===== src/design/dagadj_pkg.sv =====
// Shared constants, operation codes, sequencer states and node entry layout.
package dagadj_pkg;

  localparam int NODE_SLOTS = 32;
  localparam int RANK_W     = $clog2(NODE_SLOTS);
  localparam int EDGE_SLOTS = NODE_SLOTS * (NODE_SLOTS - 1) / 2;
  localparam int PID_W      = 22;
  localparam int OPID_W     = PID_W + 1;
  localparam int CNT_W      = 5;
  localparam int NTOT_W     = 6;
  localparam int ETOT_W     = 9;

  typedef enum logic [2:0] {
    OP_ADD_NODE = 3'd0,
    OP_DEL_NODE = 3'd1,
    OP_ADD_EDGE = 3'd2,
    OP_DEL_EDGE = 3'd3,
    OP_CLEAR    = 3'd4
  } op_t;

  localparam logic ST_DONE   = 1'b0;
  localparam logic ST_REJECT = 1'b1;

  typedef enum logic [2:0] {
    S_IDLE,
    S_RD_A,
    S_RD_B,
    S_WR_A,
    S_ROW,
    S_WALK,
    S_OUT
  } state_t;

  typedef struct packed {
    logic [PID_W-1:0] pid;
    logic [CNT_W-1:0] parents;
    logic [CNT_W-1:0] children;
  } node_ent_t;

endpackage


===== src/design/dag_adjacency_degree_table.sv =====
// Task graph node/edge table with degree counts, held in a node memory and an edge-row memory.
// Path, accepted beat to result beat: clear all goes straight to S_OUT; add node, unused mode
// and rejected edge pass S_RD_A; add/remove edge pass S_RD_A, S_RD_B and S_WR_A (node memory
// has one read port, so both end slots are read and written in turn); remove node passes
// S_ROW and then S_WALK, one slot per cycle. A new beat is taken the cycle after its result
// is registered. Reset (synchronous) and clear all zero the valid bits and totals.
module dag_adjacency_degree_table (
  input  logic                                clk,
  input  logic                                rst,
  input  logic                                cmd_valid,
  output logic                                cmd_stall,
  input  logic [2:0]                          mode,
  input  logic [dagadj_pkg::RANK_W-1:0]       first_rank,
  input  logic [dagadj_pkg::RANK_W-1:0]       second_rank,
  input  logic [dagadj_pkg::PID_W-1:0]        node_pid,
  output logic                                res_valid,
  input  logic                                res_stall,
  output logic                                status,
  output logic [dagadj_pkg::NTOT_W-1:0]       node_total,
  output logic [dagadj_pkg::ETOT_W-1:0]       edge_total,
  output logic [dagadj_pkg::CNT_W-1:0]        first_parents,
  output logic [dagadj_pkg::CNT_W-1:0]        first_children,
  output logic signed [dagadj_pkg::OPID_W-1:0] first_pid
);

  localparam logic [dagadj_pkg::RANK_W-1:0] LAST_SLOT =
    dagadj_pkg::RANK_W'(dagadj_pkg::NODE_SLOTS - 1);
  localparam logic [dagadj_pkg::NODE_SLOTS-1:0] BIT0 = dagadj_pkg::NODE_SLOTS'(1);

  dagadj_pkg::state_t state, state_next;

  // latched command
  dagadj_pkg::op_t                   op;
  logic [dagadj_pkg::RANK_W-1:0]     ra, rb;
  logic [dagadj_pkg::PID_W-1:0]      rpid;

  // per-slot valid bits; row_valid gates the edge rows
  logic [dagadj_pkg::NODE_SLOTS-1:0] node_valid, pid_set, row_valid;
  logic [dagadj_pkg::NTOT_W-1:0]     nodes;
  logic [dagadj_pkg::ETOT_W-1:0]     edges;

  // memories: node entries, and one row per lower slot with a bit per higher slot
  dagadj_pkg::node_ent_t             node_mem [dagadj_pkg::NODE_SLOTS];
  dagadj_pkg::node_ent_t             node_rdata;
  logic [dagadj_pkg::NODE_SLOTS-1:0] edge_mem [dagadj_pkg::NODE_SLOTS];
  logic [dagadj_pkg::NODE_SLOTS-1:0] edge_rdata;

  logic [dagadj_pkg::RANK_W-1:0]     node_raddr, node_waddr, edge_raddr, edge_waddr;
  logic                              node_we, edge_we;
  dagadj_pkg::node_ent_t             node_wdata;
  logic [dagadj_pkg::NODE_SLOTS-1:0] edge_wdata;

  // working registers
  dagadj_pkg::node_ent_t             ent_a;
  logic [dagadj_pkg::NODE_SLOTS-1:0] row_a, srow;
  logic [dagadj_pkg::RANK_W-1:0]     idx;
  logic                              hold_status;
  logic [dagadj_pkg::CNT_W-1:0]      hold_parents, hold_children;
  logic signed [dagadj_pkg::OPID_W-1:0] hold_pid;

  // combinational
  logic [dagadj_pkg::RANK_W-1:0]     cur;
  dagadj_pkg::node_ent_t             cur_ent, new_a, new_b, walk_ent;
  logic [dagadj_pkg::NODE_SLOTS-1:0] cur_row;
  logic signed [dagadj_pkg::OPID_W-1:0] cur_pid;
  logic                              is_edge_op, reject, edge_hit, walk_hit;
  logic                              walk_lower, walk_higher;
  logic                              edge_inc, edge_dec, out_load;

  assign is_edge_op = (op == dagadj_pkg::OP_ADD_EDGE) || (op == dagadj_pkg::OP_DEL_EDGE);
  assign reject     = is_edge_op && !(ra < rb);
  assign edge_hit   = row_a[rb];
  assign walk_lower  = idx < ra;
  assign walk_higher = idx > ra;
  assign out_load   = !res_valid || !res_stall;

  // slot whose data sits on the read ports this cycle; counts of invalid slots read as zero
  always_comb begin
    case (state)
      dagadj_pkg::S_RD_B: cur = rb;
      dagadj_pkg::S_WALK: cur = idx;
      default:            cur = ra;
    endcase
    cur_ent = node_rdata;
    if (!node_valid[cur]) begin
      cur_ent.parents  = '0;
      cur_ent.children = '0;
    end
    cur_row = row_valid[cur] ? edge_rdata : '0;
    cur_pid = pid_set[cur] ? $signed({1'b0, node_rdata.pid}) : '1;
  end

  always_ff @(posedge clk) begin
    if (rst) begin
      state <= dagadj_pkg::S_IDLE;
    end else begin
      state <= state_next;
    end
  end

  always_comb begin
    state_next  = state;
    cmd_stall   = (state != dagadj_pkg::S_IDLE);
    node_raddr  = ra;
    edge_raddr  = ra;
    node_we     = 1'b0;
    node_waddr  = cur;
    node_wdata  = cur_ent;
    edge_we     = 1'b0;
    edge_waddr  = cur;
    edge_wdata  = cur_row;
    new_a       = ent_a;
    new_b       = cur_ent;
    walk_ent    = cur_ent;
    walk_hit    = 1'b0;
    edge_inc    = 1'b0;
    edge_dec    = 1'b0;
    case (state)
      dagadj_pkg::S_IDLE: begin
        node_raddr = first_rank;
        edge_raddr = first_rank;
        if (cmd_valid) begin
          case (dagadj_pkg::op_t'(mode))
            dagadj_pkg::OP_CLEAR:    state_next = dagadj_pkg::S_OUT;
            dagadj_pkg::OP_DEL_NODE: state_next = dagadj_pkg::S_ROW;
            default:                 state_next = dagadj_pkg::S_RD_A;
          endcase
        end
      end
      dagadj_pkg::S_RD_A: begin
        state_next = dagadj_pkg::S_OUT;
        case (op)
          dagadj_pkg::OP_ADD_NODE: begin
            node_we        = 1'b1;
            node_waddr     = ra;
            node_wdata     = cur_ent;
            node_wdata.pid = rpid;
          end
          dagadj_pkg::OP_ADD_EDGE, dagadj_pkg::OP_DEL_EDGE: begin
            if (!reject) begin
              node_raddr = rb;
              state_next = dagadj_pkg::S_RD_B;
            end
          end
          default: begin
          end
        endcase
      end
      dagadj_pkg::S_RD_B: begin
        if (op == dagadj_pkg::OP_ADD_EDGE) begin
          if (!edge_hit) begin
            new_a.children = ent_a.children + 1'b1;
            new_b.parents  = cur_ent.parents + 1'b1;
            edge_we        = 1'b1;
            edge_wdata     = row_a | (BIT0 << rb);
            edge_inc       = 1'b1;
          end
        end else if (edge_hit) begin
          edge_we    = 1'b1;
          edge_wdata = row_a & ~(BIT0 << rb);
          if (edges != '0) begin
            edge_dec = 1'b1;
            if (ent_a.children != '0) new_a.children = ent_a.children - 1'b1;
            if (cur_ent.parents != '0) new_b.parents = cur_ent.parents - 1'b1;
          end
        end
        edge_waddr = ra;
        node_we    = 1'b1;
        node_waddr = rb;
        node_wdata = new_b;
        state_next = dagadj_pkg::S_WR_A;
      end
      dagadj_pkg::S_WR_A: begin
        node_we    = 1'b1;
        node_waddr = ra;
        node_wdata = ent_a;
        state_next = dagadj_pkg::S_OUT;
      end
      dagadj_pkg::S_ROW: begin
        node_raddr = '0;
        edge_raddr = '0;
        state_next = dagadj_pkg::S_WALK;
      end
      dagadj_pkg::S_WALK: begin
        node_raddr = idx + 1'b1;
        edge_raddr = idx + 1'b1;
        // pair (idx, ra) lives in row idx when idx is lower, else in the saved row of ra
        if (walk_lower) begin
          walk_hit   = cur_row[ra];
          edge_we    = 1'b1;
          edge_waddr = idx;
          edge_wdata = cur_row & ~(BIT0 << ra);
        end else if (walk_higher) begin
          walk_hit = srow[idx];
        end
        if (walk_hit && (edges != '0)) begin
          edge_dec = 1'b1;
          if (walk_lower) begin
            if (cur_ent.children != '0) walk_ent.children = cur_ent.children - 1'b1;
          end else begin
            if (cur_ent.parents != '0) walk_ent.parents = cur_ent.parents - 1'b1;
          end
          node_we    = 1'b1;
          node_waddr = idx;
          node_wdata = walk_ent;
        end
        if (idx == LAST_SLOT) state_next = dagadj_pkg::S_OUT;
      end
      dagadj_pkg::S_OUT: begin
        if (out_load) state_next = dagadj_pkg::S_IDLE;
      end
      default: state_next = dagadj_pkg::S_IDLE;
    endcase
  end

  always_ff @(posedge clk) begin
    if (node_we) node_mem[node_waddr] <= node_wdata;
    node_rdata <= node_mem[node_raddr];
  end

  always_ff @(posedge clk) begin
    if (edge_we) edge_mem[edge_waddr] <= edge_wdata;
    edge_rdata <= edge_mem[edge_raddr];
  end

  always_ff @(posedge clk) begin
    if (rst) begin
      node_valid <= '0;
      pid_set    <= '0;
      row_valid  <= '0;
      nodes      <= '0;
      edges      <= '0;
      res_valid  <= 1'b0;
    end else begin
      if (res_valid && !res_stall && (state != dagadj_pkg::S_OUT)) res_valid <= 1'b0;
      if (edge_we) row_valid[edge_waddr] <= 1'b1;
      if (edge_inc) edges <= edges + 1'b1;
      if (edge_dec) edges <= edges - 1'b1;
      case (state)
        dagadj_pkg::S_IDLE: begin
          if (cmd_valid) begin
            op   <= dagadj_pkg::op_t'(mode);
            ra   <= first_rank;
            rb   <= second_rank;
            rpid <= node_pid;
            hold_status <= dagadj_pkg::ST_DONE;
            if (dagadj_pkg::op_t'(mode) == dagadj_pkg::OP_CLEAR) begin
              node_valid    <= '0;
              pid_set       <= '0;
              row_valid     <= '0;
              nodes         <= '0;
              edges         <= '0;
              hold_parents  <= '0;
              hold_children <= '0;
              hold_pid      <= '1;
            end
          end
        end
        dagadj_pkg::S_RD_A: begin
          ent_a         <= cur_ent;
          row_a         <= cur_row;
          hold_status   <= reject ? dagadj_pkg::ST_REJECT : dagadj_pkg::ST_DONE;
          hold_parents  <= cur_ent.parents;
          hold_children <= cur_ent.children;
          hold_pid      <= (op == dagadj_pkg::OP_ADD_NODE) ? $signed({1'b0, rpid}) : cur_pid;
          if (op == dagadj_pkg::OP_ADD_NODE) begin
            node_valid[ra] <= 1'b1;
            pid_set[ra]    <= 1'b1;
            if (!node_valid[ra]) nodes <= nodes + 1'b1;
          end
        end
        dagadj_pkg::S_RD_B: begin
          ent_a <= new_a;
          if (op == dagadj_pkg::OP_ADD_EDGE) begin
            node_valid[ra] <= 1'b1;
            node_valid[rb] <= 1'b1;
            nodes <= nodes + dagadj_pkg::NTOT_W'(!node_valid[ra])
                           + dagadj_pkg::NTOT_W'(!node_valid[rb]);
          end
        end
        dagadj_pkg::S_WR_A: begin
          hold_parents  <= ent_a.parents;
          hold_children <= ent_a.children;
          hold_pid      <= pid_set[ra] ? $signed({1'b0, ent_a.pid}) : '1;
        end
        dagadj_pkg::S_ROW: begin
          srow <= cur_row;
          idx  <= '0;
        end
        dagadj_pkg::S_WALK: begin
          idx <= idx + 1'b1;
          if (idx == ra) hold_pid <= cur_pid;
          if (idx == LAST_SLOT) begin
            node_valid[ra] <= 1'b0;
            row_valid[ra]  <= 1'b0;
            if (node_valid[ra] && (nodes != '0)) nodes <= nodes - 1'b1;
            hold_parents  <= '0;
            hold_children <= '0;
          end
        end
        dagadj_pkg::S_OUT: begin
          if (out_load) begin
            res_valid      <= 1'b1;
            status         <= hold_status;
            node_total     <= nodes;
            edge_total     <= edges;
            first_parents  <= hold_parents;
            first_children <= hold_children;
            first_pid      <= hold_pid;
          end
        end
        default: begin
        end
      endcase
    end
  end

  a_node_total_matches: assert property (@(posedge clk) disable iff (rst)
    (state == dagadj_pkg::S_IDLE) |-> ($countones(node_valid) == int'(nodes)))
    else $error("node total disagrees with node valid bits");

  a_totals_in_range: assert property (@(posedge clk) disable iff (rst)
    (int'(nodes) <= dagadj_pkg::NODE_SLOTS) && (int'(edges) <= dagadj_pkg::EDGE_SLOTS))
    else $error("node or edge total out of range");

  a_clear_all: assert property (@(posedge clk) disable iff (rst)
    (cmd_valid && !cmd_stall && (mode == dagadj_pkg::OP_CLEAR))
    |=> (node_valid == '0) && (row_valid == '0) && (nodes == '0) && (edges == '0))
    else $error("clear all left state behind");

  a_walk_steps: assert property (@(posedge clk) disable iff (rst)
    (state == dagadj_pkg::S_WALK) && (idx != LAST_SLOT)
    |=> (state == dagadj_pkg::S_WALK) && (idx == $past(idx) + 1'b1))
    else $error("slot walk skipped or left early");

  a_walk_one_edge_write: assert property (@(posedge clk) disable iff (rst)
    (state == dagadj_pkg::S_WALK) && edge_we |-> (edge_waddr < ra))
    else $error("slot walk wrote an edge row at or above the removed slot");

endmodule


===== config.mk =====
export PLATFORM = sky130hd
export DESIGN_NAME = dag_adjacency_degree_table
export DESIGN_NICKNAME = d
export VERILOG_FILES = /design/src/design/dagadj_pkg.sv /design/src/design/dag_adjacency_degree_table.sv
export SDC_FILE = /design/constraint.sdc
export NUM_CORES = 2
export LEC_CHECK = 0
export BUFFER_PORTS_ARGS = -buffer_cell sky130_fd_sc_hd__buf_2
export CELL_PAD_IN_SITES_DETAIL_PLACEMENT = 0
export CELL_PAD_IN_SITES_GLOBAL_PLACEMENT = 1
export CORE_AREA = 2 2 332 581
export DETAILED_ROUTE_END_ITERATION = 6
export DIE_AREA = 0 0 334 583
export PLACE_DENSITY = 0.78
export REMOVE_ABC_BUFFERS = 1
export SYNTH_ARGS = -nofsm -noshare
export SYNTH_HDL_FRONTEND = slang
export SYNTH_SLANG_ARGS = --single-unit
export TNS_END_PERCENT = 10

===== constraint.sdc =====
create_clock -name clk -period 7.66 [get_ports clk]
set_input_delay 1.532 -clock clk [delete_from_list [all_inputs] [get_ports clk]]
set_output_delay 1.532 -clock clk [all_outputs]
set_load 0.02 [all_outputs]

---- Word-level counts from Yosys, hierarchy flattened ----
Memory sizes are Yosys's and may differ from the RTL's. A register that Yosys moved wholly into a read port is not among the register bits.
Index checks and enable logic that the tools add are counted.
storage, ports and cells
  memories kept ........................... 2
  input port bits ......................... 39
  memory bits (writable) .................. 2048
  word-level logic and storage cells ...... 270
  register bits after elaboration ......... 334
  output and inout bits ................... 51
cells by class
  equality and inequality tests ........... 26
  add/subtract/negate cells ............... 12
  shift operators ......................... 2
  multiplexer cells ....................... 132
  magnitude comparators ................... 11
  reduce and logical (&&, ||, !) cells .... 44
  bitwise operators ....................... 14
memory list
  name      depth  width  read ports  clocked after Yosys merged registers in  wr ports  line                              text
  edge_mem  32     32     1           1                                        1         dag_adjacency_degree_table.sv:45  logic [dagadj_pkg::NODE_SLOTS-1:0] edge_mem [dagadj_pkg::NODE_SLOTS];
  node_mem  32     32     1           1                                        1         dag_adjacency_degree_table.sv:43  dagadj_pkg::node_ent_t node_mem [dagadj_pkg::NODE_SLOTS];
operators by type and width
  cell                                                               number
  2-to-1 mux 32 bit                                                  17
  one-hot mux 32 bit (2 select lines)                                4
  one-hot mux 32 bit (4 select lines)                                2
  bitwise OR 32 bit                                                  5
  2-to-1 mux 23 bit                                                  6
  bitwise AND 32 bit                                                 4
  2-to-1 mux 5 bit                                                   21
  inverter 32 bit                                                    3
  one-hot mux 23 bit (4 select lines)                                1
  one-hot mux 5 bit (4 select lines)                                 4
  << shifter 1 x 5 -> 32 bit, first input constant                   2
  binary-select mux 1 bit (select 5 bit)                             9
  2-to-1 mux 9 bit                                                   5
  2-to-1 mux 6 bit                                                   7
  2-to-1 mux 1 bit                                                   35
  less-than comparator 5 x 6 -> 1 bit, second input constant         5
  one-hot mux 5 bit (2 select lines)                                 3
  one-hot mux 6 bit (4 select lines)                                 1
  one-hot mux 3 bit (7 select lines)                                 1
  2-to-1 mux 10 bit                                                  2
  != test 2 bit, second input constant                               9
  adder 5 x 1 -> 5 bit, second input constant                        3
  demux 1 bit (select 5 bit)                                         3
  greater-or-equal comparator 5 x 1 -> 1 bit, second input constant  3
  37 further kinds                                                   86

---- Longest topological paths before layout ----
  depth after elaboration ................. 16
  depth in mapped cells ................... 20

---- Worst setup path after synthesis ----
OpenSTA, ideal clock, no wires.
  kind .................................... in2reg
  start ................................... in rst
  end ..................................... reg edge_total[0] (netlist bit) (enable)
  path slack .............................. 1840 ps
  stages .................................. 2
  library setup time ...................... 526 ps
  required time ........................... 7134 ps
  arrival ................................. 5294 ps
  cell sequence ........................... nand2b_1 -> nor3b_1
on the way
  word-level cells in the longest chain between the ends .. 2
RTL lines
  element                               line                               text
  start, declared                       dag_adjacency_degree_table.sv:9    input logic rst,
  inverter 1 bit (no source line)       n/a
  AND reduction 3 bit (no source line)  n/a
  end signal, assigned                  dag_adjacency_degree_table.sv:306  edge_total <= edges;
  end, declared                         dag_adjacency_degree_table.sv:20   output logic [dagadj_pkg::ETOT_W-1:0] edge_total,
No other way between the ends.
A chain may end at the register's enable or synchronous reset.

==> results.rst <==
.. list-table::
   :header-rows: 1

   * - Metric
     - Value
   * - Outcome
     - complete, but fails checks
   * - Failing checks
     - design-rule violations
   * - Initial standard-cell utilization of the core
     - 0.528
   * - Post-cts repair resize count
     - 0
   * - Global route overflow
     - 0
   * - Fraction of layout cells with a size suffix above 1
     - 0.113
   * - Fillers
     - about 15000
   * - Sequential element share of the synthesized area
     - 0.715
   * - Min-Delay Path Class
     - flip-flop to flip-flop
   * - Maximum buffer depth of the clock tree
     - 4
   * - Multi-input gate area in the final layout
     - between 20000 and 30000 sq um
   * - Placed Instance Area
     - approximately 100000 sq um
   * - Die span in y
     - just under 600 microns
   * - Leading cell type in the layout, fill and taps excluded
     - sky130_fd_sc_hd__edfxtp_1
   * - Wire length of the first global-routing pass
     - 455000 microns
   * - Count of flip-flops with a built-in enable after synthesis
     - 2267
   * - Routed Wire Length
     - between 300000 and 400000 microns
   * - CTS H-tree lvls
     - 4
   * - Fraction of synthesized cell area taken by the top area cell type
     - 0.679
   * - Startpoint type of the worst setup path
     - flip-flop
   * - Number of antenna violations at the first check in global routing
     - 18
   * - Arrival time at the worst endpoint
     - about 7200 ps
   * - Most used cells in the layout excluding fill and tap cells
     - sky130_fd_sc_hd__edfxtp_1, sky130_fd_sc_hd__nand2_1, sky130_fd_sc_hd__a21oi_1
   * - Inserted Clock Buffers
     - 218
   * - Area of the die
     - between 150000 and 200000 sq um
   * - Post-CTS Setup Bufs
     - 0
   * - Final total power
     - 40.7 mW
   * - Required time of the critical path
     - 8200 ps
   * - Post-synthesis cell type count
     - 75
   * - Overall global routing resource usage
     - 0.324
   * - Routed length per placed instance
     - around 32 microns
   * - Vias in the first global route
     - 64300
   * - Total half-perimeter wirelength after legalization and detailed placement
     - 205000 microns
   * - Slew headroom
     - 0.0516
   * - Setup repair after global routing missed its margin
     - false
   * - Top achievable clock speed
     - around 0.15 GHz
   * - Total number of nets in the final design
     - 7527
   * - Total standard cell area after synthesis
     - approximately 100000 sq um
   * - Width of the die
     - between 300 and 400 microns
   * - Async S/R FF share, synth
     - 0
   * - Hold Buf Count CTS
     - 0
   * - Post-route DRC violation count
     - 6
   * - Clock latency on the worst-skew pair
     - just under 900 ps
   * - Placeable core area
     - between 150000 and 200000 sq um
   * - Predominant post-synthesis flop cell
     - sky130_fd_sc_hd__edfxtp_1
   * - Critical path fanouts, max
     - 32
   * - Via Count
     - approximately 66000
   * - Power density cells
     - around 360 nW/um^2
   * - Final-report max-slew violation count
     - 0
   * - Max-capacitance violation count
     - 0
   * - CTS tree
     - done
   * - Critical path endpoint category
     - flip-flop
   * - Number of iterations in the first detailed-routing pass
     - 7
   * - Sink count of the clock tree
     - about 2400
   * - Setup slack after placement
     - about 1300 ps
   * - Register Area
     - 71700 sq um
   * - Area overhead of the layout relative to synthesis
     - 11.4%
   * - Final design area excluding fillers
     - between 100000 and 150000 sq um
   * - Min setup slack post-route
     - approximately 1000 ps
   * - Cell leakage power
     - 37.1 nW
   * - Mean number of vias per cell
     - about 6.6
   * - Top cells by area, synth
     - sky130_fd_sc_hd__edfxtp_1, sky130_fd_sc_hd__nand2_1, sky130_fd_sc_hd__dfxtp_1, sky130_fd_sc_hd__a211oi_1, sky130_fd_sc_hd__a21oi_1
   * - IO Count
     - 90
   * - Count of buffers inserted at the top-level ports
     - 89
   * - Biggest area consumer among synthesized cells
     - sky130_fd_sc_hd__edfxtp_1
   * - Worst vdd rail ir drop
     - just over 0.0003 V
   * - Worst setup path category
     - flip-flop to flip-flop
   * - Synthesized instance count
     - ~7500
   * - Total setup violations reported at the end of the flow
     - 0
   * - Standard-cell row count
     - ~210
   * - Final worst clock skew
     - between 30 and 40 ps
   * - Number of failing hold endpoints at the final stage
     - 0
   * - Tightest Pin Transition
     - roughly 1400 ps
   * - Final cycle utilization of the critical path
     - 0.864
   * - Clk Tree Root Cell
     - sky130_fd_sc_hd__clkbuf_16
   * - Iteration-0 DRC Markers
     - ~7600
   * - Clock input transition at the sequential cells of the worst setup and hold paths
     - roughly 80 ps
   * - Largest net degree at the start of global routing
     - around 170
   * - Post-synthesis register bit count
     - 2446
   * - Post-layout minimum cycle time
     - between 6000 and 7000 ps
   * - Yosys warning count
     - 0
   * - Routability congestion estimate from global placement
     - roughly 1.0
   * - ANT nets after route
     - 0
   * - Synthesized area divided by synthesized cell count
     - 13.4 sq um
[through the flow]
| stage | hold slack [ps] | TNS [ps] | utilization | cells |
|---|---|---|---|---|
| 2_1_floorplan | 400 | -1371810 | - | 6896 |
| 3_3_place_gp | 403 | 0 | 0.551 | 9698 |
| 3_5_place_dp | 405 | 0 | 0.551 | 9698 |
| 4_1_cts | 409 | 0 | 0.588 | 10100 |
| 5_1_grt | 422 | 0 | 0.588 | 10100 |
| 6_report | 419 | 0 | 0.588 | 10100 |
[routing by layer]
layer / routed length [microns] / track usage / vias to the layer above
li1: - / - / 28700
met1: 110000 / 0.368 / 33400
met2: 163000 / 0.562 / 3161
met3: 22400 / 0.0561 / 880
met4: 24200 / 0.212 / 10
met5: 71 / 0 / -
[flip-flops by register name, summed over array words and instances, names as in the netlist, 23 cells and up]
signal	flops
pid_set	32
hold_pid	23
ent_a	32
edge_mem	1024
row_a	32
edge_rdata	32
first_pid	23
row_valid	32
srow	32
node_valid	32
node_mem	1024
[path summary, 6_finish.rpt]
check | to | cells after the start | from | slack, ps
worst min register to register | first_children[4] | 0 | hold_children[4] | 420
worst max-delay path | node_mem[31][4] | 14 | state[0] | 1040
worst max register to register | node_mem[31][4] | 14 | state[0] | 1040
worst min-delay path | first_children[4] | 0 | hold_children[4] | 420
[synth_stat cells (131+ instances only)]
master and number:
sky130_fd_sc_hd__a211oi_1 434, sky130_fd_sc_hd__a21oi_1 502, sky130_fd_sc_hd__a311oi_1 135, sky130_fd_sc_hd__a31oi_1 187, sky130_fd_sc_hd__a32oi_1 131, sky130_fd_sc_hd__and3_1 270
sky130_fd_sc_hd__clkbuf_1 499, sky130_fd_sc_hd__dfxtp_1 179, sky130_fd_sc_hd__edfxtp_1 2267, sky130_fd_sc_hd__mux2i_1 165, sky130_fd_sc_hd__nand2_1 1329, sky130_fd_sc_hd__nor2_1 284
[worst max-delay path: stages (launching register included)]
cell	delay, ps
sky130_fd_sc_hd__dfxtp_1	860
sky130_fd_sc_hd__nor2b_1	570
sky130_fd_sc_hd__a22oi_1	320
sky130_fd_sc_hd__and3_1	330
sky130_fd_sc_hd__buf_4	230
sky130_fd_sc_hd__o2111ai_1	200
sky130_fd_sc_hd__o211ai_1	140
sky130_fd_sc_hd__o22ai_1	520
sky130_fd_sc_hd__or2_1	570
sky130_fd_sc_hd__buf_4	410
sky130_fd_sc_hd__a21oi_1	130
sky130_fd_sc_hd__a311o_1	350
sky130_fd_sc_hd__or4b_1	650
sky130_fd_sc_hd__nor3_1	230
sky130_fd_sc_hd__a211o_1	720
[power breakdown]
| part | leakage (nW) | internal [mW] | total, mW | switching (mW) |
|---|---|---|---|---|
| combinational | 11.6 | 3.23 | 12.2 | 8.93 |
| clock | 3.38 | 6.06 | 10.9 | 4.84 |
| sequential | 22.1 | 17.1 | 17.7 | 0.542 |
[cell type report]
type / instances / area share
timing repair buffer: 341 / 0.0233
sequential: 2446 / 0.642
clock inverter: 109 / 0.00991
inverter: 72 / 0.00242
tap: 2461 / 0.0276
clock buffer: 282 / 0.0524
antenna: 9 / 0.000202
multi-input combinational: 4378 / 0.242
[logic make-up (layout without fill, tap and decap cells)]
logic type / count (synthesis) / after routing / share of synthesized area
XOR/XNOR: 22 / 22 / 0.00192
AO/OA/AOI/OAI: 1901 / 1901 / 0.130
adder cells (fa/ha/maj): 31 / 31 / 0.00409
multiplexers: 224 / 224 / 0.0285
AND/OR/NAND/NOR: 2200 / 2200 / 0.0959
buffers and inverters: 652 / 804 / 0.0250
flip-flops: 2446 / 2446 / 0.715
other: 0 / 9 / 0
Note: power is estimated with default switching activity, not from simulation.
